### src/rtl/fad_pkg.sv
// shared types and constants for the accumulate-and-dump integrator
`timescale 1ns / 1ps

package fad_pkg;

    localparam int SAMPLE_WIDTH = 16;
    localparam int ACC_WIDTH    = 48;
    localparam int SUM_WIDTH    = ACC_WIDTH + 1;
    localparam int CFG_IDX_W    = 3;
    localparam int CFG_DATA_W   = 16;
    localparam int POS_W        = 12;
    localparam int CNT_W        = 13;
    localparam int STEP_W       = 16;

    localparam logic [CFG_IDX_W-1:0] CFG_INNER_COUNT    = 3'd0;
    localparam logic [CFG_IDX_W-1:0] CFG_INTEGRATE_SIZE = 3'd1;
    localparam logic [CFG_IDX_W-1:0] CFG_GROUP_COUNT    = 3'd2;
    localparam logic [CFG_IDX_W-1:0] CFG_FRAME_RATE     = 3'd3;
    localparam logic [CFG_IDX_W-1:0] CFG_REAL_ONLY      = 3'd4;

    localparam logic [CNT_W-1:0] CNT_LIMIT = 13'd4096;

    typedef struct packed {
        logic signed [SAMPLE_WIDTH-1:0] sample_real;
        logic signed [SAMPLE_WIDTH-1:0] sample_imag;
    } sample_t;

    typedef struct packed {
        logic signed [ACC_WIDTH-1:0] sum_real;
        logic signed [ACC_WIDTH-1:0] sum_imag;
        logic                        last_of_frame;
    } sum_t;

    // one classified sample, handed from front to back
    typedef struct packed {
        logic                           first;
        logic                           emit;
        logic                           last;
        logic signed [SAMPLE_WIDTH-1:0] re;
        logic signed [SAMPLE_WIDTH-1:0] im;
    } op_t;

endpackage

### src/rtl/fad_front.sv
// front end: config registers, position counters, address and op classification
`timescale 1ns / 1ps

module fad_front #(
    parameter int DEPTH = 4096,
    parameter int AW    = 12
) (
    input  logic                             clk,
    input  logic                             rst_n,
    input  logic                             cfg_wr_en,
    input  logic [fad_pkg::CFG_IDX_W-1:0]    cfg_index,
    input  logic [fad_pkg::CFG_DATA_W-1:0]   cfg_data,
    input  logic                             sample_valid,
    input  fad_pkg::sample_t                 sample,
    input  logic                             q_full,
    output logic                             push,
    output fad_pkg::op_t                     op,
    output logic [AW-1:0]                    addr
);

    localparam logic [AW-1:0] ADDR_TOP = AW'(DEPTH - 1);

    logic [fad_pkg::CNT_W-1:0]  inner_count_reg;
    logic [fad_pkg::STEP_W-1:0] integrate_size_reg;
    logic [fad_pkg::CNT_W-1:0]  group_count_reg;
    logic [fad_pkg::STEP_W-1:0] frame_rate_reg;
    logic                       real_only_reg;

    logic [fad_pkg::POS_W-1:0]  inner_reg, inner_next;
    logic [fad_pkg::STEP_W-1:0] step_reg, step_next;
    logic [fad_pkg::POS_W-1:0]  group_reg, group_next;
    logic [fad_pkg::STEP_W-1:0] frame_reg, frame_next;
    logic [AW-1:0]              addr_reg, addr_next;
    logic [AW-1:0]              base_reg, base_next;

    logic [fad_pkg::CNT_W-1:0]  ni, ng;
    logic [fad_pkg::STEP_W-1:0] ns, nf;
    logic inner_last, step_last, group_last, frame_last;
    logic [AW-1:0] addr_inc;

    always_ff @(posedge clk or negedge rst_n)
    begin
        if (!rst_n)
        begin
            inner_count_reg    <= 13'd1;
            integrate_size_reg <= 16'd1;
            group_count_reg    <= 13'd1;
            frame_rate_reg     <= 16'd1;
            real_only_reg      <= 1'b0;
        end
        else if (cfg_wr_en)
        begin
            unique case (cfg_index)
                fad_pkg::CFG_INNER_COUNT:    inner_count_reg    <= cfg_data[12:0];
                fad_pkg::CFG_INTEGRATE_SIZE: integrate_size_reg <= cfg_data;
                fad_pkg::CFG_GROUP_COUNT:    group_count_reg    <= cfg_data[12:0];
                fad_pkg::CFG_FRAME_RATE:     frame_rate_reg     <= cfg_data;
                fad_pkg::CFG_REAL_ONLY:      real_only_reg      <= cfg_data[0];
                default:                     ;
            endcase
        end
    end

    // zero counts act as one, oversized element counts are capped
    always_comb
    begin
        ni = (inner_count_reg == '0) ? 13'd1 :
             (inner_count_reg > fad_pkg::CNT_LIMIT) ? fad_pkg::CNT_LIMIT : inner_count_reg;
        ng = (group_count_reg == '0) ? 13'd1 :
             (group_count_reg > fad_pkg::CNT_LIMIT) ? fad_pkg::CNT_LIMIT : group_count_reg;
        ns = (integrate_size_reg == '0) ? 16'd1 : integrate_size_reg;
        nf = (frame_rate_reg == '0) ? 16'd1 : frame_rate_reg;
    end

    assign inner_last = ({1'b0, inner_reg} + 13'd1) >= ni;
    assign group_last = ({1'b0, group_reg} + 13'd1) >= ng;
    assign step_last  = ({1'b0, step_reg} + 17'd1) >= {1'b0, ns};
    assign frame_last = ({1'b0, frame_reg} + 17'd1) >= {1'b0, nf};

    assign addr_inc = (addr_reg == ADDR_TOP) ? '0 : addr_reg + AW'(1);

    assign push = sample_valid && !q_full;

    always_comb
    begin
        op.first = (frame_reg == '0) && (step_reg == '0);
        op.emit  = frame_last && step_last;
        op.last  = group_last && inner_last;
        op.re    = sample.sample_real;
        op.im    = real_only_reg ? '0 : sample.sample_imag;
    end

    assign addr = addr_reg;

    // the address tracks group*inner_count+inner modulo DEPTH without a multiply:
    // the next group starts right after the last inner element of this one
    always_comb
    begin
        inner_next = inner_reg;
        step_next  = step_reg;
        group_next = group_reg;
        frame_next = frame_reg;
        addr_next  = addr_reg;
        base_next  = base_reg;
        if (push)
        begin
            priority if (!inner_last)
            begin
                inner_next = inner_reg + 12'd1;
                addr_next  = addr_inc;
            end
            else if (!step_last)
            begin
                inner_next = '0;
                step_next  = step_reg + 16'd1;
                addr_next  = base_reg;
            end
            else if (!group_last)
            begin
                inner_next = '0;
                step_next  = '0;
                group_next = group_reg + 12'd1;
                addr_next  = addr_inc;
                base_next  = addr_inc;
            end
            else
            begin
                inner_next = '0;
                step_next  = '0;
                group_next = '0;
                frame_next = frame_last ? '0 : frame_reg + 16'd1;
                addr_next  = '0;
                base_next  = '0;
            end
        end
    end

    always_ff @(posedge clk or negedge rst_n)
    begin
        if (!rst_n)
        begin
            inner_reg <= '0;
            step_reg  <= '0;
            group_reg <= '0;
            frame_reg <= '0;
            addr_reg  <= '0;
            base_reg  <= '0;
        end
        else
        begin
            inner_reg <= inner_next;
            step_reg  <= step_next;
            group_reg <= group_next;
            frame_reg <= frame_next;
            addr_reg  <= addr_next;
            base_reg  <= base_next;
        end
    end

endmodule

### config.mk
export PLATFORM = sky130hd
export DESIGN_NAME = fad_front
export DESIGN_NICKNAME = d
export VERILOG_FILES = /design/src/rtl/fad_pkg.sv /design/src/rtl/fad_front.sv
export SDC_FILE = /design/constraint.sdc
export NUM_CORES = 1
export LEC_CHECK = 0
export BUFFER_PORTS_ARGS = -buffer_cell sky130_fd_sc_hd__clkbuf_2
export CAP_MARGIN = 0
export CELL_PAD_IN_SITES_DETAIL_PLACEMENT = 1
export CELL_PAD_IN_SITES_GLOBAL_PLACEMENT = 2
export CORE_MARGIN = 4
export CORE_UTILIZATION = 41
export CTS_BUF_LIST = sky130_fd_sc_hd__clkbuf_8
export DETAILED_ROUTE_END_ITERATION = 12
export HOLD_SLACK_MARGIN = 0.02
export PLACE_DENSITY = 0.95
export SETUP_SLACK_MARGIN = 0.2
export SLEW_MARGIN = 20
export SYNTH_ARGS = -nofsm -noshare
export SYNTH_HDL_FRONTEND = slang
export SYNTH_SLANG_ARGS = --single-unit
export TNS_END_PERCENT = 10
### constraint.sdc
create_clock -name clk -period 10.27 [get_ports clk]
set_clock_uncertainty 0.15 [all_clocks]
set_input_delay 1.027 -clock clk [delete_from_list [all_inputs] [get_ports clk]]
set_output_delay 1.027 -clock clk [all_outputs]
set_load 0.05 [all_outputs]
==> results.sh <==
export IMPL_whs_endpoint="base_reg[9]"
export IMPL_yosysMostFrequentCell="dfrtp_1"
export IMPL_die_h_um=153
export IMPL_irDropWorstVdd_v=0.000114
export IMPL_critical_path_cell_chain="and2_1 -> nand4_1 -> nor2_1 -> nand3_1 -> nor2_1 -> xor2_1 -> ha_1 -> nand4_1 -> nor2_1 -> nor4bb_1 -> or3_1 -> and2_1 -> clkbuf_2"
export IMPL_ioPinCount=104
export IMPL_cts_root_buffer="clkbuf_8"
export IMPL_tritoncts_num_buffers=17
export IMPL_synth_avg_cell_area_um2=9.16
export IMPL_worstPathMaxFanout=10
export IMPL_wl_mm=24.3
export IMPL_cp_end_kind="output pin"
export IMPL_diodes=0
export IMPL_avgViaCountPerCell=5.61
export IMPL_grt_overflow=0
export IMPL_final_net_count=1104
export IMPL_setup_tns_ps=0
export IMPL_slew_headroom_pct=40.6
export IMPL_worstSetupStartpointType="flip-flop"
export IMPL_ys_seq_elements=139
export IMPL_grt_use_total_pct=21.2
export IMPL_hold_path_depth=2
export IMPL_highest_layer="met4"
export IMPL_drc=0
export IMPL_worstPathArrival_ps=4670
export IMPL_path_clk_slew_ps=80
export IMPL_synth_cell_types=58
export IMPL_rsz0062_at_grt="false"
export IMPL_ys_async_sr_fraction_pct=100
export IMPL_seq_area_frac_synth_pct=40.4
export IMPL_powerDensity_mw_per_mm2=190
export IMPL_finalHoldViolations=0
export IMPL_p_leak_nw=4.43
export IMPL_cts_max_path_buffers=2
export IMPL_crit_top_cell="nor2_1"
export IMPL_grt_pass1_wl_mm=40.4
export IMPL_postSynthCellCount=941
export IMPL_areaGrowthSynthToFinish_pct=11.0
export IMPL_tritoncts="done"
export IMPL_cts_resized=0
export IMPL_place_ws_ps=4980
export IMPL_syn_nets=1062
export IMPL_outcome="finished clean"
export IMPL_utilization_pct=46.8
export IMPL_ant_nets=0
export IMPL_cts_setup_buffers=0
export IMPL_layout_drive_gt1_share_pct=17.1
export IMPL_critPathMaxStageDelay_ps=670
export IMPL_fin_ws_ps=4420
export IMPL_routed_wl_met3_um=782
export IMPL_synth_edff_count=0
export IMPL_netlist_area_leader_share_pct=39.2
export IMPL_dp_cells=1234
export IMPL_min_period_ps=5850
export IMPL_ys_top_cells_by_area="dfrtp_1 39%, ha_1 9.4%, nand2_1 5.6%"
export IMPL_holdWs_ps=334
export IMPL_setup_violations=0
export IMPL_htree_levels=4
export IMPL_grt_max_degree=72
export IMPL_tightest_slew_ps=891
export IMPL_cp_slowest_cell="nor4bb_1"
export IMPL_rr_startpoint="step_reg[3]"
export IMPL_insertion_delay_ps=460
export IMPL_drt_initial_drc_count=367
export IMPL_route_met2_wl_mm=11.8
export IMPL_initial_core_util_pct=42.2
export IMPL_maxCapViolations=0
export IMPL_vias=7105
export IMPL_first_pass_iters=4
export IMPL_fin_cells=1266
export IMPL_grt_pass1_vias=7549
export IMPL_finalWeightedCongestion=0.828
export IMPL_antenna_found_initial=0
export IMPL_wire_per_inst_um=19.2
export IMPL_met1Wirelength_mm=11.2
export IMPL_rrSetupSlack_ps=5300
export IMPL_dieArea_mm2=0.0234
export IMPL_coreArea_mm2=0.0204
export IMPL_synth_common_cells="135 x dfrtp_1, 128 x nand2_1, 65 x ha_1"
export IMPL_cts_sinks=139
export IMPL_rows=52
export IMPL_r2r_end="frame_reg[9]"
export IMPL_path_class="reg2out"
export IMPL_yosys_area_top_type="dfrtp_1"
export IMPL_ys_flop_type="dfrtp_1"
export IMPL_finalCritPeriodShare_pct=57.0
export IMPL_fillerInstances=2400
export IMPL_postCtsHoldBufs=0
export IMPL_min_from="base_reg[9]"
export IMPL_holdCritPathClass="reg2reg"
export IMPL_reg2regPathDepth=14
export IMPL_yosysWarnings=0
export IMPL_dp_hpwl_mm=17.3
export IMPL_syn_area_mm2=0.00862
export IMPL_maxSlewViolCount=0
export IMPL_die_w_um=153
export IMPL_place_port_buffers=71
export IMPL_worstPathRequired_ps=9090
export IMPL_max_freq_ghz=0.171
## power breakdown
part | total [mW] | switching, mW | internal, mW
registers | 0.748 | 0.105 | 0.643
clock network | 0.530 | 0.231 | 0.300
logic | 0.541 | 0.341 | 0.200
## placed cells by master (no fill, tap or decap), drive strengths merged, types with 7 or more instances in the layout
master	n
a21oi	26
a221o	7
and3	28
buf	10
clkbuf	89
dfrtp	135
ha	65
inv	47
mux2	42
nand2	128
nand2b	17
nand3	42
nand4	11
nor2	45
nor2b	21
nor3	16
nor4	19
o21ai	101
o31ai	20
xnor2	36
xor2	19
## worst max-delay path: cells and delay by family (launching register included)
kind                     cells  cell delay (ps)
buffers and inverters        1              280
XOR/XNOR                     1              110
adder cells (fa/ha/maj)      1              300
AND/OR/NAND/NOR             10             3030
flip-flops                   1              490
## routing by layer
metal | track usage [%] | vias to the layer above
li1 | - | 3386
met1 | 28.1 | 3553
met2 | 35.5 | 119
met3 | 3.76 | 47
met4 | 7.04 | 0
met5 | 0 | -
## how the worst max path moves through the flow
stage | start | to | slack [ps] | depth (start not counted)
3_5_place_dp | step_reg[3] | op[33] | 4980 | 13
5_1_grt | step_reg[3] | op[33] | 4100 | 13
3_3_place_gp | step_reg[3] | op[33] | 5190 | 13
2_1_floorplan | frame_reg[2] | op[33] | 5860 | 13
4_1_cts | step_reg[3] | op[33] | 4450 | 13
6_report | step_reg[3] | op[33] | 4420 | 13
## cell type report
| cell class | instances | area [µm²] | area share, % |
|---|---|---|---|
| multi-input combinational | 699 | 4680 | 49.0 |
| sequential | 139 | 3480 | 36.4 |
| timing repair buffer | 80 | 429 | 4.49 |
| tap | 270 | 338 | 3.53 |
| clock buffer | 19 | 262 | 2.73 |
| clock inverter | 13 | 198 | 2.07 |
| inverter | 46 | 173 | 1.81 |
## cell families after synthesis
group	share of synthesized area (%)
xor gates and xnor gates	5.59
DFF	40.4
AOI/OAI and AO/OA	14.1
and+or+nand+nor	19.5
buffers and inverters	5.46
adders and majority gates	9.44
muxes	5.49
## stage by stage
stage	area, µm²	total power, mW
after floorplan	8620	1.13
after global placement	9100	1.27
after detailed placement	9100	1.30
after CTS	9560	1.83
after global routing	9570	1.94
final	9570	1.82
No activity file was read; power rests on OpenSTA's default activity.
