--- src/rtl/fad_pkg.sv ---
// shared types and constants for the accumulate-and-dump integrator
`timescale 1ns / 1ps

package fad_pkg;

    localparam int SAMPLE_WIDTH = 16;
    localparam int ACC_WIDTH    = 48;
    localparam int SUM_WIDTH    = ACC_WIDTH + 1;
    localparam int CFG_IDX_W    = 3;
    localparam int CFG_DATA_W   = 16;
    localparam int POS_W        = 12;
    localparam int CNT_W        = 13;
    localparam int STEP_W       = 16;

    localparam logic [CFG_IDX_W-1:0] CFG_INNER_COUNT    = 3'd0;
    localparam logic [CFG_IDX_W-1:0] CFG_INTEGRATE_SIZE = 3'd1;
    localparam logic [CFG_IDX_W-1:0] CFG_GROUP_COUNT    = 3'd2;
    localparam logic [CFG_IDX_W-1:0] CFG_FRAME_RATE     = 3'd3;
    localparam logic [CFG_IDX_W-1:0] CFG_REAL_ONLY      = 3'd4;

    localparam logic [CNT_W-1:0] CNT_LIMIT = 13'd4096;

    typedef struct packed {
        logic signed [SAMPLE_WIDTH-1:0] sample_real;
        logic signed [SAMPLE_WIDTH-1:0] sample_imag;
    } sample_t;

    typedef struct packed {
        logic signed [ACC_WIDTH-1:0] sum_real;
        logic signed [ACC_WIDTH-1:0] sum_imag;
        logic                        last_of_frame;
    } sum_t;

    // one classified sample, handed from front to back
    typedef struct packed {
        logic                           first;
        logic                           emit;
        logic                           last;
        logic signed [SAMPLE_WIDTH-1:0] re;
        logic signed [SAMPLE_WIDTH-1:0] im;
    } op_t;

endpackage

--- src/rtl/fad_queue.sv ---
// two-entry queue of classified ops between front and back
`timescale 1ns / 1ps

module fad_queue #(
    parameter int AW = 12
) (
    input  logic          clk,
    input  logic          rst_n,
    input  logic          push,
    input  fad_pkg::op_t  push_op,
    input  logic [AW-1:0] push_addr,
    input  logic          pop,
    output logic          q_valid,
    output logic          q_full,
    output fad_pkg::op_t  head_op,
    output logic [AW-1:0] head_addr
);

    fad_pkg::op_t  op_mem [2];
    logic [AW-1:0] addr_mem [2];
    logic          wr_ptr_reg, wr_ptr_next;
    logic          rd_ptr_reg, rd_ptr_next;
    logic [1:0]    count_reg, count_next;

    assign q_valid   = (count_reg != 2'd0);
    assign q_full    = (count_reg == 2'd2);
    assign head_op   = op_mem[rd_ptr_reg];
    assign head_addr = addr_mem[rd_ptr_reg];

    always_comb
    begin
        wr_ptr_next = push ? ~wr_ptr_reg : wr_ptr_reg;
        rd_ptr_next = pop ? ~rd_ptr_reg : rd_ptr_reg;
        count_next  = count_reg + {1'b0, push} - {1'b0, pop};
    end

    always_ff @(posedge clk)
    begin
        if (push)
        begin
            op_mem[wr_ptr_reg]   <= push_op;
            addr_mem[wr_ptr_reg] <= push_addr;
        end
    end

    always_ff @(posedge clk or negedge rst_n)
    begin
        if (!rst_n)
        begin
            wr_ptr_reg <= 1'b0;
            rd_ptr_reg <= 1'b0;
            count_reg  <= 2'd0;
        end
        else
        begin
            wr_ptr_reg <= wr_ptr_next;
            rd_ptr_reg <= rd_ptr_next;
            count_reg  <= count_next;
        end
    end

endmodule

--- config.mk ---
export PLATFORM = sky130hd
export DESIGN_NAME = fad_queue
export DESIGN_NICKNAME = d
export VERILOG_FILES = /design/src/rtl/fad_pkg.sv /design/src/rtl/fad_queue.sv
export SDC_FILE = /design/constraint.sdc
export NUM_CORES = 1
export LEC_CHECK = 0
export ABC_AREA = 1
export BUFFER_PORTS_ARGS = -buffer_cell sky130_fd_sc_hd__buf_2
export CORE_MARGIN = 5
export CORE_UTILIZATION = 30
export CTS_CLUSTER_SIZE = 8
export DETAILED_ROUTE_END_ITERATION = 16
export PLACE_DENSITY = 0.55
export SKIP_LAST_GASP = 1
export SLEW_MARGIN = 20
export SYNTH_ARGS = -nofsm -noshare
export SYNTH_HDL_FRONTEND = slang
export SYNTH_SLANG_ARGS = --single-unit
--- constraint.sdc ---
create_clock -name clk -period 3.3 [get_ports clk]
set_clock_uncertainty 0.1 [all_clocks]
set_input_delay 0.165 -clock clk [delete_from_list [all_inputs] [get_ports clk]]
set_output_delay 0.165 -clock clk [all_outputs]
set_load 0.02 [all_outputs]
==> results by stage, run 1 <==
Status:
- The flow ran to the end, and the final reports show no timing, DRC or antenna violations.

Setup path:
- Counting both buffers and inverters, the worst setup path holds a total of 2.
- Walking the worst path, the cells encountered are buf_12 -> nand2_1 -> o21ai_0 -> buf_2.
- Of all nets on the critical path, the largest fanout is 49.
- On the critical path the largest part of the delay comes from flip-flops.
- The critical path crosses 4 cells after its start point.
- The worst setup path is of the reg2out kind.
- The worst reg-to-reg path cell count is 2.
- At the worst endpoint, the arrival time is between 1.5 and 2 ns.
- STA puts the critical path data required time at around 3.0 ns.
- The kind of end point of the critical path is an output port.
- The worst setup path is launched from a flip-flop.
- In this design, the stage delay of the slowest critical-path cell is approximately 0.84 ns.
- The cell with the largest stage delay on the worst path is sky130_fd_sc_hd__dfrtp_2.

Yosys:
- In the synthesized netlist the async set-or-reset flop fraction comes to 4.08%.
- The number of different library cells used by synthesis comes to 12.
- The share of synthesized cell area in full adder, half adder and majority cells is less than 1%.
- The number of nets in the synthesized netlist is ~320.
- The simple-gate share of the synthesized area is between 5 and 6%.
- The area fraction in compound gates after synthesis is 6.36%.
- The cell count after synthesis came out at 270.
- The cell type with the largest total area after synthesis is sky130_fd_sc_hd__edfxtp_1.
- Of the synthesized area, sequential elements account for around four fifths.
- In the post-synthesis netlist, the cell with the most instances is sky130_fd_sc_hd__edfxtp_1.
- Counting flops and latches in the post-synthesis netlist gives about 100.
- In the synthesized netlist, mux cells make up 0% of the area.
- The average cell area after synthesis is ~14 um2.
- Yosys printed 0 warnings.
- Sorting the synthesized cells by how often they occur yields sky130_fd_sc_hd__edfxtp_1 (94), sky130_fd_sc_hd__inv_1 (54), sky130_fd_sc_hd__nand2_1 (54), sky130_fd_sc_hd__o21ai_0 (38), sky130_fd_sc_hd__o21ai_1 (9).
- After synthesis, the cell types taking the most area are sky130_fd_sc_hd__edfxtp_1 (76%), sky130_fd_sc_hd__inv_1 (5.5%), sky130_fd_sc_hd__nand2_1 (5.5%), sky130_fd_sc_hd__o21ai_0 (5.1%), sky130_fd_sc_hd__dfrtp_1 (2.7%).
- The primary flip-flop cell chosen by synthesis mapping is sky130_fd_sc_hd__edfxtp_1.
- After Yosys synthesis, XOR and XNOR cells account for 0.473% of the synthesized area.
- The top cell type by area accounts for around three quarters of the synthesized area.
- The main combinational cell family by area after synthesis is buffers and inverters.
- Counting flops with a built-in enable in the synthesized netlist gives 94.
- The total standard cell area after synthesis is around 3700 um2.

Floorplan:
- The total die area is 14,700 um2.
- The starting density of the core is 30.7%.
- The die width is about 120 um.
- The I/O pin count is 100.
- The floorplan step set the die height to 121 um.
- The placeable core region is between 10,000 and 15,000 um2.
- The floorplan row count is 40.

CTS:
- The source-to-sink clock delay at the later pin of the worst-skew pair is between 0.3 and 0.4 ns.
- The library cell used as clock root buffer is sky130_fd_sc_hd__clkbuf_16.
- Counting along the longest clock path gives a buffer depth of 2.
- In this run the number of H-tree levels came out at 3.
- TritonCTS built the clock tree.
- The CTS buffer count is 9.
- The clock sink total is about 100.
- The total setup buffers inserted after CTS is 0.
- The clock transition at the registers of the reported paths is around 0.060 ns.

Global routing:
- The number of antenna violations at the first check in global routing is 0.
- The via count of the first global-routing pass is between 2k and 2.5k.
- After global routing the overflow that remains totals 0.
- Entering global routing, the biggest net connects 50 pins.
- The first global-routing pass estimated roughly 11,000 um of wire.
- The aggregate global-route resource usage is under 10%.

Layout:
- The number of flip-flops under the largest register name is 70.
- After the last flow step, the layout net total stands at about 480.
- The repair_antennas step left the layout with diodes totalling 0.
- The filler cell count is around 1.1k.
- Compared with the post-synthesis result, the final layout area differs by 38.7%.
- The post-route netlist has about 27% of its cells at a drive strength greater than 1.
- The number of standard cells in the layout, taps in and fillers out is just under 600.
- Measured on the finished design, the core utilization comes to 42.6%.

Route:
- The number of detailed-routing iterations run before antenna repair is 6.
- The routed wire length is about 7000 um.
- In this run, the number of DRC markers left after iteration 0 of detailed routing was 77.
- Dividing the detail-routed via count by the number of cells gives 3.94.
- The final route contains between 2k and 2.5k vias.
- The count of nets left with antenna violations once routing finished came out at 0.
- For this run, design rule violations remaining after detail routing come to 0.
- In the final routed layout, each cell accounts on average for about 12 um.

Timing:
- At the pin with the least slew margin, the transition time is just over 1 ns.
- Setup repair after global routing left no endpoint under its margin.
- The final critical-path required period is roughly 2.1 ns.
- The count of endpoints failing setup in the final report is 0.
- The worst-case headroom to the max-slew limit is a little under a third.
- Adding up every negative setup slack in the final design gives 0 ns.
- The number of hold-slack violations in the final timing report is 0.
- Derived from the worst setup path, the maximum achievable clock frequency is about 470 MHz.
- The final clock period utilization by the worst path is about two thirds.
- The number of slew-limit violations in the final report came to 0.

Placement:
- The total of buffers placed on input and output ports is between 90 and 100.
- The congestion estimate from routability-driven global placement came to 0.696.
- The estimated wirelength of the detail-placed design is 4280 um.
- The number of placed cells counting well taps is roughly 530.

Power:
- The power per standard cell area is between 700 and 800 nW/um2.
- The leakage power figure is between 0.002 and 0.0025 uW.
- The worst supply voltage drop on vdd is around 0.00034 V.

Hold path:
- The class of the tightest hold or removal check is in2async.

Job:
- The tool flagged a number of max-cap violations equal to 0.
-- kinds of logic after synthesis --
group | after synthesis
AOI/OAI and AO/OA | 47
xor gates and xnor gates | 2
adders and majority gates | 2
buffers and inverters | 64
DFF | 98
and+or+nand+nor | 57
-- what timing repair did --
action	CTS	global route
hold buffers	50	0
gates resized for setup	0	0
endpoints found under the hold margin	100	0
-- worst reg2reg max path, delay by kind of cell (launching register included) --
kind                   cells  cell delay (ns)
buffers and inverters      1             0.75
flip-flops                 1             0.42
AND/OR/NAND/NOR            1             0.08
-- path summary, 6_finish.rpt --
check	startpoint	end	slack (ns)
max	rd_ptr_reg	head_op[1]	1.16
min	rst_n	wr_ptr_reg	0.06
max reg2reg	wr_ptr_reg	op_mem[1][16]	1.54
max in group asynchronous	rst_n	rd_ptr_reg	2.91
min in group clk	push_op[34]	op_mem[0][34]	0.45
min reg2reg	wr_ptr_reg	wr_ptr_reg	0.45
-- metal layers --
metal  vias up  track usage [%]  share of wire, %  wire length (um)
met1      1071             12.1                43              3060
met4         0             3.40              0.41                29
li1       1200                -                 -                 -
met3         4             3.96               6.8               477
met5         -                0                 0                 0
met2        67             16.2                49              3480
-- power by group --
| part | internal [uW] | switching [uW] | total (uW) |
|---|---|---|---|
| Sequential | 1660 | 135 | 1790 |
| Combinational | 429 | 900 | 1330 |
| Clock | 570 | 405 | 975 |
-- layout by cell type, fill, tap and decap left out --
master and count:
sky130_fd_sc_hd__xor2_1 2, sky130_fd_sc_hd__nor2_1 1, sky130_fd_sc_hd__inv_2 1, sky130_fd_sc_hd__dfrtp_2 1
sky130_fd_sc_hd__buf_12 1, sky130_fd_sc_hd__buf_4 1, sky130_fd_sc_hd__bufinv_16 1, sky130_fd_sc_hd__nor2_4 1
sky130_fd_sc_hd__nand2_1 54, sky130_fd_sc_hd__clkinv_1 5, sky130_fd_sc_hd__dfrtp_1 3, sky130_fd_sc_hd__inv_1 53
sky130_fd_sc_hd__edfxtp_1 94, sky130_fd_sc_hd__buf_2 99, sky130_fd_sc_hd__o21ai_0 38, sky130_fd_sc_hd__clkbuf_16 9
sky130_fd_sc_hd__o21ai_1 9, sky130_fd_sc_hd__ha_1 2, sky130_fd_sc_hd__nand3_1 1, sky130_fd_sc_hd__dlygate4sd3_1 50
-- through the flow --
stage | worst slack [ns] | instance area, um2 | total power [uW] | hold WS [ns]
after detailed placement | 1.46 | 4360 | 3150 | -0.124
after global routing | 0.947 | 5130 | 4360 | 0.0478
after CTS | 1.09 | 5130 | 4170 | 0.0481
after global placement | 1.48 | 4360 | 3120 | -0.119
after floorplan | 0.363 | 3700 | 2700 | -0.231
final | 1.16 | 5130 | 4100 | 0.0573
-- area by class of cell --
| cell class | instances | area [um2] | area share, % |
|---|---|---|---|
| sequential | 98 | 2920 | 56.9 |
| inverter | 54 | 203 | 3.95 |
| tap | 168 | 210 | 4.09 |
| clock buffer | 9 | 225 | 4.39 |
| multi-input combinational | 108 | 500 | 9.75 |
| timing repair buffer | 151 | 1020 | 19.9 |
| clock inverter | 6 | 48.8 | 0.950 |
(Power assumes the default switching activity.)
==> run 2: changes to the inputs <==
--- a/config.mk
+++ b/config.mk
@@ -5,13 +5,13 @@
 export SDC_FILE = /design/constraint.sdc
 export NUM_CORES = 1
 export LEC_CHECK = 0
-export ABC_AREA = 1
+export ABC_AREA = 0
 export BUFFER_PORTS_ARGS = -buffer_cell sky130_fd_sc_hd__buf_2
 export CORE_MARGIN = 5
 export CORE_UTILIZATION = 30
 export CTS_CLUSTER_SIZE = 8
 export DETAILED_ROUTE_END_ITERATION = 16
-export PLACE_DENSITY = 0.55
+export PLACE_DENSITY = 0.56
 export SKIP_LAST_GASP = 1
 export SLEW_MARGIN = 20
 export SYNTH_ARGS = -nofsm -noshare
==> constraint.sdc (replaced) <==
create_clock -name clk -period 1.9 [get_ports clk]
set_clock_uncertainty 0.1 [all_clocks]
set_input_delay 0.095 -clock clk [delete_from_list [all_inputs] [get_ports clk]]
set_output_delay 0.095 -clock clk [all_outputs]
set_load 0.02 [all_outputs]
==> run 2 against run 1 <==
First-iteration DRC count down 19%; clock-buffer cell count is the same; total power rose by 77%; via count decreased by 15%; wire length decreased by 4.2%; sequential share of layout area fell by 0.48 points; critical endpoint is now head_addr[4].
==> results by stage, run 2 <==
Global routing:
- The first-pass GRT wire length is 10,600 um (was 11,200 um).
- The via count of the first global-routing pass is 2,143 (was 2,292).
- The number of antenna violations at the first check in global routing is 0 (unchanged).
- The aggregate global-route resource usage is 9.54% (was 9.97%).
- The largest net degree at the start of global routing is 48 (was 50).
- The final global-route overflow total was 0 (unchanged).

Yosys:
- The portion of synthesized cell area occupied by the leading cell type was 76.9% (was 76.3%).
- Commonest cells post-synth: sky130_fd_sc_hd__edfxtp_1 (94), sky130_fd_sc_hd__mux2_2 (27), sky130_fd_sc_hd__mux2_4 (20), sky130_fd_sc_hd__dfrtp_1 (4), sky130_fd_sc_hd__buf_6 (3) (was sky130_fd_sc_hd__edfxtp_1 (94), sky130_fd_sc_hd__inv_1 (54), sky130_fd_sc_hd__nand2_1 (54), sky130_fd_sc_hd__o21ai_0 (38), sky130_fd_sc_hd__o21ai_1 (9)).
- The number of enable flip-flop cells after synthesis is 94 (unchanged).
- The instance count of the mapped netlist is 161 (was 270).
- The total standard cell area after synthesis came to 3670 um2 (was 3700 um2).
- The post-synthesis cell type count came to 13 (was 12).
- The average cell area after synthesis is 22.8 um2 (was 13.7 um2).
- The yosys synthesis warning count is 0 (unchanged).
- The primary flip-flop cell chosen by synthesis mapping is sky130_fd_sc_hd__edfxtp_1 (unchanged).
- The post-synthesis register bit count was 98 (unchanged).
- The share of synthesized registers carrying an async set or reset was 4.08% (unchanged).
- Top area cells in the synthesized netlist: sky130_fd_sc_hd__edfxtp_1 (77%), sky130_fd_sc_hd__mux2_2 (8.3%), sky130_fd_sc_hd__mux2_4 (8.2%), sky130_fd_sc_hd__dfrtp_1 (2.7%), sky130_fd_sc_hd__buf_6 (0.92%) (was sky130_fd_sc_hd__edfxtp_1 (76%), sky130_fd_sc_hd__inv_1 (5.5%), sky130_fd_sc_hd__nand2_1 (5.5%), sky130_fd_sc_hd__o21ai_0 (5.1%), sky130_fd_sc_hd__dfrtp_1 (2.7%)).
- The cell type with the largest total area after synthesis was sky130_fd_sc_hd__edfxtp_1 (unchanged).
- The sequential cell area fraction in the yosys report is 79.6% (was 79.0%).
- The synthesized netlist net count is 214 (was 323).
- The cell with the most instances after synthesis is sky130_fd_sc_hd__edfxtp_1 (unchanged).

Floorplan:
- The total die area is 14,500 um2 (was 14,700 um2).
- The die width is 121 um (about the same).
- The placeable core region is 12,000 um2 (was 12,100 um2).
- The y dimension of the die was 121 um (about the same).
- The starting density of the core was 30.6% (was 30.7%).
- The floorplan row count is 40 (unchanged).
- The I/O pin count is 100 (unchanged).

CTS:
- The TritonCTS clock tree is yes (unchanged).
- The total number of H-tree levels was 3 (unchanged).
- The CTS buffer count is 9 (unchanged).
- The total setup buffers inserted after CTS is 0 (unchanged).
- The library cell used as clock root buffer is sky130_fd_sc_hd__clkbuf_16 (unchanged).
- The clock sink total is 98 (unchanged).
- The post-CTS resize count is 0 (unchanged).
- The number of buffers between clock root and the deepest sink is 2 (unchanged).
- The source-to-sink clock delay at the later pin of the worst-skew pair was 0.33 ns (about the same).
- The clock transition at the registers of the reported paths was 0.06 ns (about the same).

Layout:
- The number of flip-flops under the largest register name is 70 (unchanged).
- Top library cells by usage in the layout, fill and taps aside: sky130_fd_sc_hd__buf_2 (99), sky130_fd_sc_hd__edfxtp_1 (94), sky130_fd_sc_hd__dlygate4sd3_1 (51) (was sky130_fd_sc_hd__buf_2 (99), sky130_fd_sc_hd__edfxtp_1 (94), sky130_fd_sc_hd__nand2_1 (54)).
- The most common cell after layout, fill and taps aside is sky130_fd_sc_hd__buf_2 (unchanged).
- The share of final-layout standard cells stronger than drive strength 1 came to 51.2% (was 26.8%).
- The post-synthesis to final-layout area growth came to 41.1% (was 38.7%).
- The final design utilization came to 43.1% (was 42.6%).
- The final net count is 374 (was 475).
- The antenna diode count came to 0 (unchanged).

Timing:
- The setup TNS after final layout was 0 ns (unchanged).
- The worst path in the final design needs a cycle of approximately 1.7 ns, including I/O delays and setup.
- The worst-case hold slack came to 0.381 ns (was 0.0573 ns).
- The count of endpoints failing setup in the final report was 0 (unchanged).
- The transition time of the tightest slew-check pin is 0.302 ns (was 1.03 ns).
- The worst-case headroom to the max-slew limit is 79.9% (was 31.4%).
- For this run, the top clock speed supported by timing is 578 MHz.
- The final clock period utilization by the worst path is 91.1%.
- RSZ-0062 raised after global routing: false (unchanged).
- The number of hold-slack violations in the final timing report was 0 (unchanged).
- The number of slew-limit violations in the final report came to 0 (unchanged).

Route:
- The routed wire length is 6740 um (was 7040 um).
- The number of nets with antenna violations after detailed routing is 0 (unchanged).
- The number of DRC markers in iteration 0 is 62 (was 77).
- The average vias per placed instance is 4.19 (was 3.94).
- The final routed wire length divided by cell count came to 14.2 um (was 11.9 um).
- The number of detailed-routing iterations run before antenna repair is 4 (was 6).
- The total DRC errors in the routed layout is 0 (unchanged).
- The total number of vias is 1,980 (was 2,342).

Power:
- The leakage power figure is 0.00204 uW (was 0.00218 uW).
- The proportion of power drawn by flip-flops and latches was 41.3% (was 43.8%).
- The clock network fraction of design power came to 23.7% (was 23.8%).
- The power per standard cell area is 1400 nW/um2 (was 798 nW/um2).
- The switching part of the total power is 30.7% (was 35.2%).
- The combinational share of power was 34.9% (was 32.4%).
- The power consumption came to 7240 uW (was 4100 uW).
- The internal power is 5020 uW (was 2660 uW).
- The worst supply voltage drop on vdd came to 0.000589 V (was 0.000342 V).
- The net switching power figure is 2220 uW (was 1440 uW).

Placement:
- The estimated wirelength of the detail-placed design is 4100 um (was 4280 um).
- The total of buffers placed on input and output ports is 99 (unchanged).
- The final weighted congestion of routability-driven global placement is 0.603 (was 0.696).

Status:
- Status: complete, no violations (unchanged).

Setup path:
- The startpoint-to-endpoint class of the critical path is reg2out (unchanged).
- The startpoint of the worst register-to-register path is wr_ptr_reg (unchanged).
- The kind of end point of the critical path is an output port (unchanged).
- The startpoint type of the worst setup path is a flip-flop (unchanged).
- The cell with the largest stage delay on the worst path was sky130_fd_sc_hd__dfrtp_2 (unchanged).
- The maximum fanout along the worst path came to 36 (was 49).
- CP cell instances: buf_12 -> mux2_2 -> buf_2 (was buf_12 -> nand2_1 -> o21ai_0 -> buf_2).
- The required time of the critical path was 1.70 ns (was 3.03 ns).
- The longest individual stage delay on the worst path is 0.38 ns (was 0.84 ns).
- The first element of the critical path is rd_ptr_reg (unchanged).
- The data arrival time of the critical path is 1.54 ns (was 1.88 ns).

Job:
- The number of max-cap violations is 0 (unchanged).

Hold path:
- The launch point of the worst hold path is push_op[32].
- The class of the tightest hold or removal check is in2reg (was in2async).
## run 2: cells by family after synthesis
group         Yosys count  share of synthesized area [%]
flops                  98                           79.6
mux                    47                           16.5
buf+inv                 7                           1.40
simple gates            4                          0.682
xor+xnor                3                           1.13
fa+ha+maj               2                          0.682
## run 2: power by group through the flow
stage                     clock network, uW  registers, uW  logic [uW]
after global placement                    0           3020        2490
after detailed placement                  0           3040        2510
final                                  1720           2990        2530
after floorplan                           0           3010        1770
after global routing                   1890           3020        2700
after CTS                              1780           3000        2590
## run 2: cell type report
class	instances	area (um2)
clock inverter	7	60.1
clock buffer	9	225
sequential	98	2920
fill	1084	6830
timing repair buffer	154	1070
inverter	2	7.51
tap	147	184
multi-input combinational	56	704
## run 2: critical path: cells and delay by family, from the launching register on
kind,cells,cell delay [ns]
buf+inv,2,0.42
mux,1,0.37
flops,1,0.38
## run 2: timing repair
| item | CTS | global route |
|---|---|---|
| setup endpoints to repair | 0 | 0 |
| hold endpoints to repair | 101 | 0 |
| hold buffers | 51 | 0 |
## run 2: metal layers
layer  routed length, um  part of all wire, %  global-route usage [%]  vias to the layer above
met1                2870                   43                    11.0                      960
met2                3400                   50                    16.2                       59
met5                   0                    0                       0                        -
met3                 390                  5.8                    3.18                        9
li1                    -                    -                       -                      952
met4                  80                  1.2                    4.04                        0
## run 2: final timing paths
check                                 to  slack [ns]  cells after the start
max                         head_addr[4]        0.17                      3
min                        op_mem[0][32]        0.38                      2
max reg2reg                 op_mem[1][2]        0.57                      2
min in group asynchronous   count_reg[1]        0.57                      3
max in group asynchronous     rd_ptr_reg        0.94                      3
min reg2reg                   wr_ptr_reg        0.44                      1
## run 2: metrics by stage
| step | instances | cell area [um2] | setup slack (ns) |
|---|---|---|---|
| 2_1_floorplan | 161 | 3680 | 0.256 |
| 3_3_place_gp | 406 | 4380 | 0.521 |
| 3_5_place_dp | 406 | 4380 | 0.514 |
| 4_1_cts | 473 | 5180 | 0.138 |
| 5_1_grt | 473 | 5180 | 0.117 |
| 6_report | 473 | 5180 | 0.169 |
==> run 3: changes to the inputs <==
--- a/config.mk
+++ b/config.mk
@@ -7,7 +7,7 @@
 export LEC_CHECK = 0
 export ABC_AREA = 0
 export BUFFER_PORTS_ARGS = -buffer_cell sky130_fd_sc_hd__buf_2
-export CORE_MARGIN = 5
+export CAP_MARGIN = 5
 export CORE_UTILIZATION = 30
 export CTS_CLUSTER_SIZE = 8
 export DETAILED_ROUTE_END_ITERATION = 16
==> run 3 against run 2 <==
Design area is 0.97% higher; via count grew 1.8%; first-iteration DRC count is 1.6% lower; cell count up 0.42%; total power is 4.0% higher; die area shrank 13%; wire length decreased by 3.7%; clock power up 17%; global-route usage up 1.4 points; sequential share of layout area is 0.54 points lower; worst hold slack worse by 0.0075 ns; highest routed layer unchanged.
==> results by stage, run 3 (synthesized netlist as in run 2, its figures left out) <==
Job:
- The number of max-cap violations was 0 (unchanged).

Floorplan:
- The total die area is 12,700 um2 (was 14,500 um2).
- The floorplan row count was 40 (unchanged).
- The die width came to 113 um (was 121 um).
- The y dimension of the die is 113 um (was 121 um).
- The placeable core region is 12,000 um2 (about the same).
- The I/O pin count is 100 (unchanged).
- The starting density of the core was 30.7% (was 30.6%).

Placement:
- The total of buffers placed on input and output ports is 99 (unchanged).
- The estimated wirelength of the detail-placed design is 3860 um (was 4100 um).
- The worst-case setup slack after placement is 0.484 ns (was 0.514 ns).
- The final weighted congestion of routability-driven global placement is 0.617 (was 0.603).
- The placed standard-cell area was 4390 um2 (was 4380 um2).

Setup path:
- The count of cell instances traversed by the critical path is 3 (unchanged).
- The required time of the critical path was 1.70 ns (about the same).
- The data arrival time of the critical path is 1.55 ns (was 1.54 ns).
- The kind of end point of the critical path is an output port (unchanged).
- The worst reg-to-reg path cell count is 2 (unchanged).
- The startpoint type of the worst setup path is a flip-flop (unchanged).
- CP cell instances: buf_12 -> mux2_2 -> buf_2 (unchanged).
- The total buffers and inverters traversed by the critical path is 2 (unchanged).
- The cell with the largest stage delay on the worst path is sky130_fd_sc_hd__dfrtp_2 (unchanged).
- The largest delay contributor family on the critical path is buffers and inverters (unchanged).
- The maximum fanout along the worst path is 39 (was 36).
- The startpoint of the worst register-to-register path is wr_ptr_reg (unchanged).
- The startpoint-to-endpoint class of the critical path is reg2out (unchanged).
- The longest individual stage delay on the worst path came to 0.39 ns (was 0.38 ns).
- The worst reg2reg path endpoint is op_mem[1][12] (was op_mem[1][2]).
- The minimum setup slack among reg-to-reg paths is 0.50 ns (was 0.57 ns).

Power:
- The proportion of power drawn by flip-flops and latches is 39.7% (was 41.3%).
- The power per standard cell area was 1440 nW/um2 (was 1400 nW/um2).
- The combinational share of power is 33.5% (was 34.9%).
- The net switching power figure is 2240 uW (was 2220 uW).
- The worst supply voltage drop on vdd is 0.000666 V (was 0.000589 V).
- The clock network fraction of design power is 26.8% (was 23.7%).
- The internal power came to 5280 uW (was 5020 uW).
- The power consumption came to 7520 uW (was 7240 uW).
- The switching part of the total power is 29.8% (was 30.7%).
- The leakage power figure is 0.00207 uW (was 0.00204 uW).

Layout:
- The post-route standard cell area excluding fillers was 5230 um2 (was 5180 um2).
- The final net count is 376 (was 374).
- The final design utilization is 43.7% (was 43.1%).
- Top library cells by usage in the layout, fill and taps aside: sky130_fd_sc_hd__buf_2 (99), sky130_fd_sc_hd__edfxtp_1 (94), sky130_fd_sc_hd__dlygate4sd3_1 (51) (unchanged).
- The most common cell after layout, fill and taps aside is sky130_fd_sc_hd__buf_2 (unchanged).
- The share of final-layout standard cells stronger than drive strength 1 came to 51.8% (was 51.2%).
- The antenna diode count was 0 (unchanged).
- The number of flip-flops under the largest register name is 70 (unchanged).
- The post-synthesis to final-layout area growth is 42.5% (was 41.1%).

Timing:
- The worst setup margin is 0.151 ns (was 0.169 ns).
- The final clock period utilization by the worst path is 92.1% (was 91.1%).
- The number of slew-limit violations in the final report was 0 (unchanged).
- The count of endpoints failing setup in the final report is 0 (unchanged).
- RSZ-0062 raised after global routing: false (unchanged).
- The number of hold-slack violations in the final timing report is 0 (unchanged).
- The setup TNS after final layout is 0 ns (unchanged).
- The worst-case headroom to the max-slew limit is 74.1% (was 79.9%).
- The final critical-path required period was 1.75 ns (was 1.73 ns).
- The transition time of the tightest slew-check pin is 0.388 ns (was 0.302 ns).
- The maximum clock rate came to 572 MHz (was 578 MHz).

Global routing:
- The first-pass GRT wire length is 10,000 um (was 10,600 um).
- The largest net degree at the start of global routing is 40 (was 48).
- The number of antenna violations at the first check in global routing is 0 (unchanged).
- The via count of the first global-routing pass is 2,010 (was 2,143).
- The aggregate global-route resource usage is 11.0% (was 9.54%).
- The final global-route overflow total is 0 (unchanged).

CTS:
- The TritonCTS clock tree was yes (unchanged).
- The source-to-sink clock delay at the later pin of the worst-skew pair is 0.34 ns (was 0.33 ns).
- The number of buffers between clock root and the deepest sink is 2 (unchanged).
- The post-CTS resize count is 0 (unchanged).
- The clock sink total was 98 (unchanged).
- The clock transition at the registers of the reported paths is 0.06 ns (about the same).
- The CTS buffer count is 9 (unchanged).
- The library cell used as clock root buffer is sky130_fd_sc_hd__clkbuf_16 (unchanged).
- The total number of H-tree levels is 3 (unchanged).
- The total setup buffers inserted after CTS was 0 (unchanged).

Hold path:
- The endpoint of the worst hold-timing path is addr_mem[1][8] (was op_mem[0][32]).
- The class of the tightest hold or removal check is in2reg (unchanged).
- The cell count of the worst hold path was 2 (unchanged).
- The launch point of the worst hold path is push_addr[8] (was push_op[32]).

Status:
- Status: complete, no violations (unchanged).

Route:
- The average vias per placed instance was 4.24 (was 4.19).
- The total DRC errors in the routed layout was 0 (unchanged).
- The number of DRC markers in iteration 0 is 61 (was 62).
- The number of nets with antenna violations after detailed routing is 0 (unchanged).
- The routed wire length is 6490 um (was 6740 um).
- The number of detailed-routing iterations run before antenna repair is 2 (was 4).
- The final routed wire length divided by cell count was 13.7 um (was 14.2 um).
- The total number of vias is 2,016 (was 1,980).
-- run 3: cell types whose count changed in the layout (fill, tap and decap cells not counted) --
cell and change:
sky130_fd_sc_hd__buf_12 -1, sky130_fd_sc_hd__buf_4 +3, sky130_fd_sc_hd__bufinv_16 +2, sky130_fd_sc_hd__clkinv_1 -1, sky130_fd_sc_hd__clkinv_4 -1
-- run 3: power groups by stage --
stage / combinational, uW / sequential (uW) / clock (uW)
after CTS: 2570 / 3000 / 2080
after global placement: 2490 / 3020 / 0
after global routing: 2700 / 3030 / 2170
after detailed placement: 2490 / 3040 / 0
final: 2520 / 2990 / 2020
after floorplan: 1770 / 3010 / 0
-- run 3: how the worst max path moves through the flow --
stage                    start              to  slack [ns]
floorplan           wr_ptr_reg  addr_mem[0][0]        0.26
CTS                 rd_ptr_reg    head_addr[0]        0.11
detailed placement  wr_ptr_reg    op_mem[1][5]        0.48
global route        rd_ptr_reg    head_addr[0]        0.09
global placement    wr_ptr_reg   op_mem[1][18]        0.49
finish              rd_ptr_reg    head_addr[0]        0.15
-- run 3: repair_timing --
item	CTS	global route
hold buffers	51	0
setup endpoints to repair	0	0
endpoints found under the hold margin	101	0
-- run 3: per-stage QoR --
step                      std cells  hold slack (ns)
after detailed placement        408           -0.188
after CTS                       475            0.350
after global placement          408           -0.191
after floorplan                 161           -0.301
final                           475            0.374
after global routing            475            0.362
-- run 3: cell type report --
cell class / count / area, um2
clock buffer: 9 / 225
clock inverter: 7 / 108
fill: 1083 / 6730
inverter: 2 / 7.51
multi-input combinational: 56 / 704
sequential: 98 / 2920
tap: 147 / 184
timing repair buffer: 156 / 1080
-- run 3: worst reg2reg max path, delay by kind of cell, from the launching register on --
kind	cells	cell delay (ns)
DFF	1	0.41
and+or+nand+nor	1	0.18
buffers and inverters	1	0.36
-- run 3: routing by layer --
| layer | vias to the layer above | routed length (um) | global-route usage, % |
|---|---|---|---|
| li1 | 956 | - | - |
| met1 | 986 | 2880 | 12.6 |
| met2 | 63 | 3150 | 17.7 |
| met3 | 11 | 295 | 3.40 |
| met4 | 0 | 169 | 7.20 |
| met5 | - | 0 | 0 |
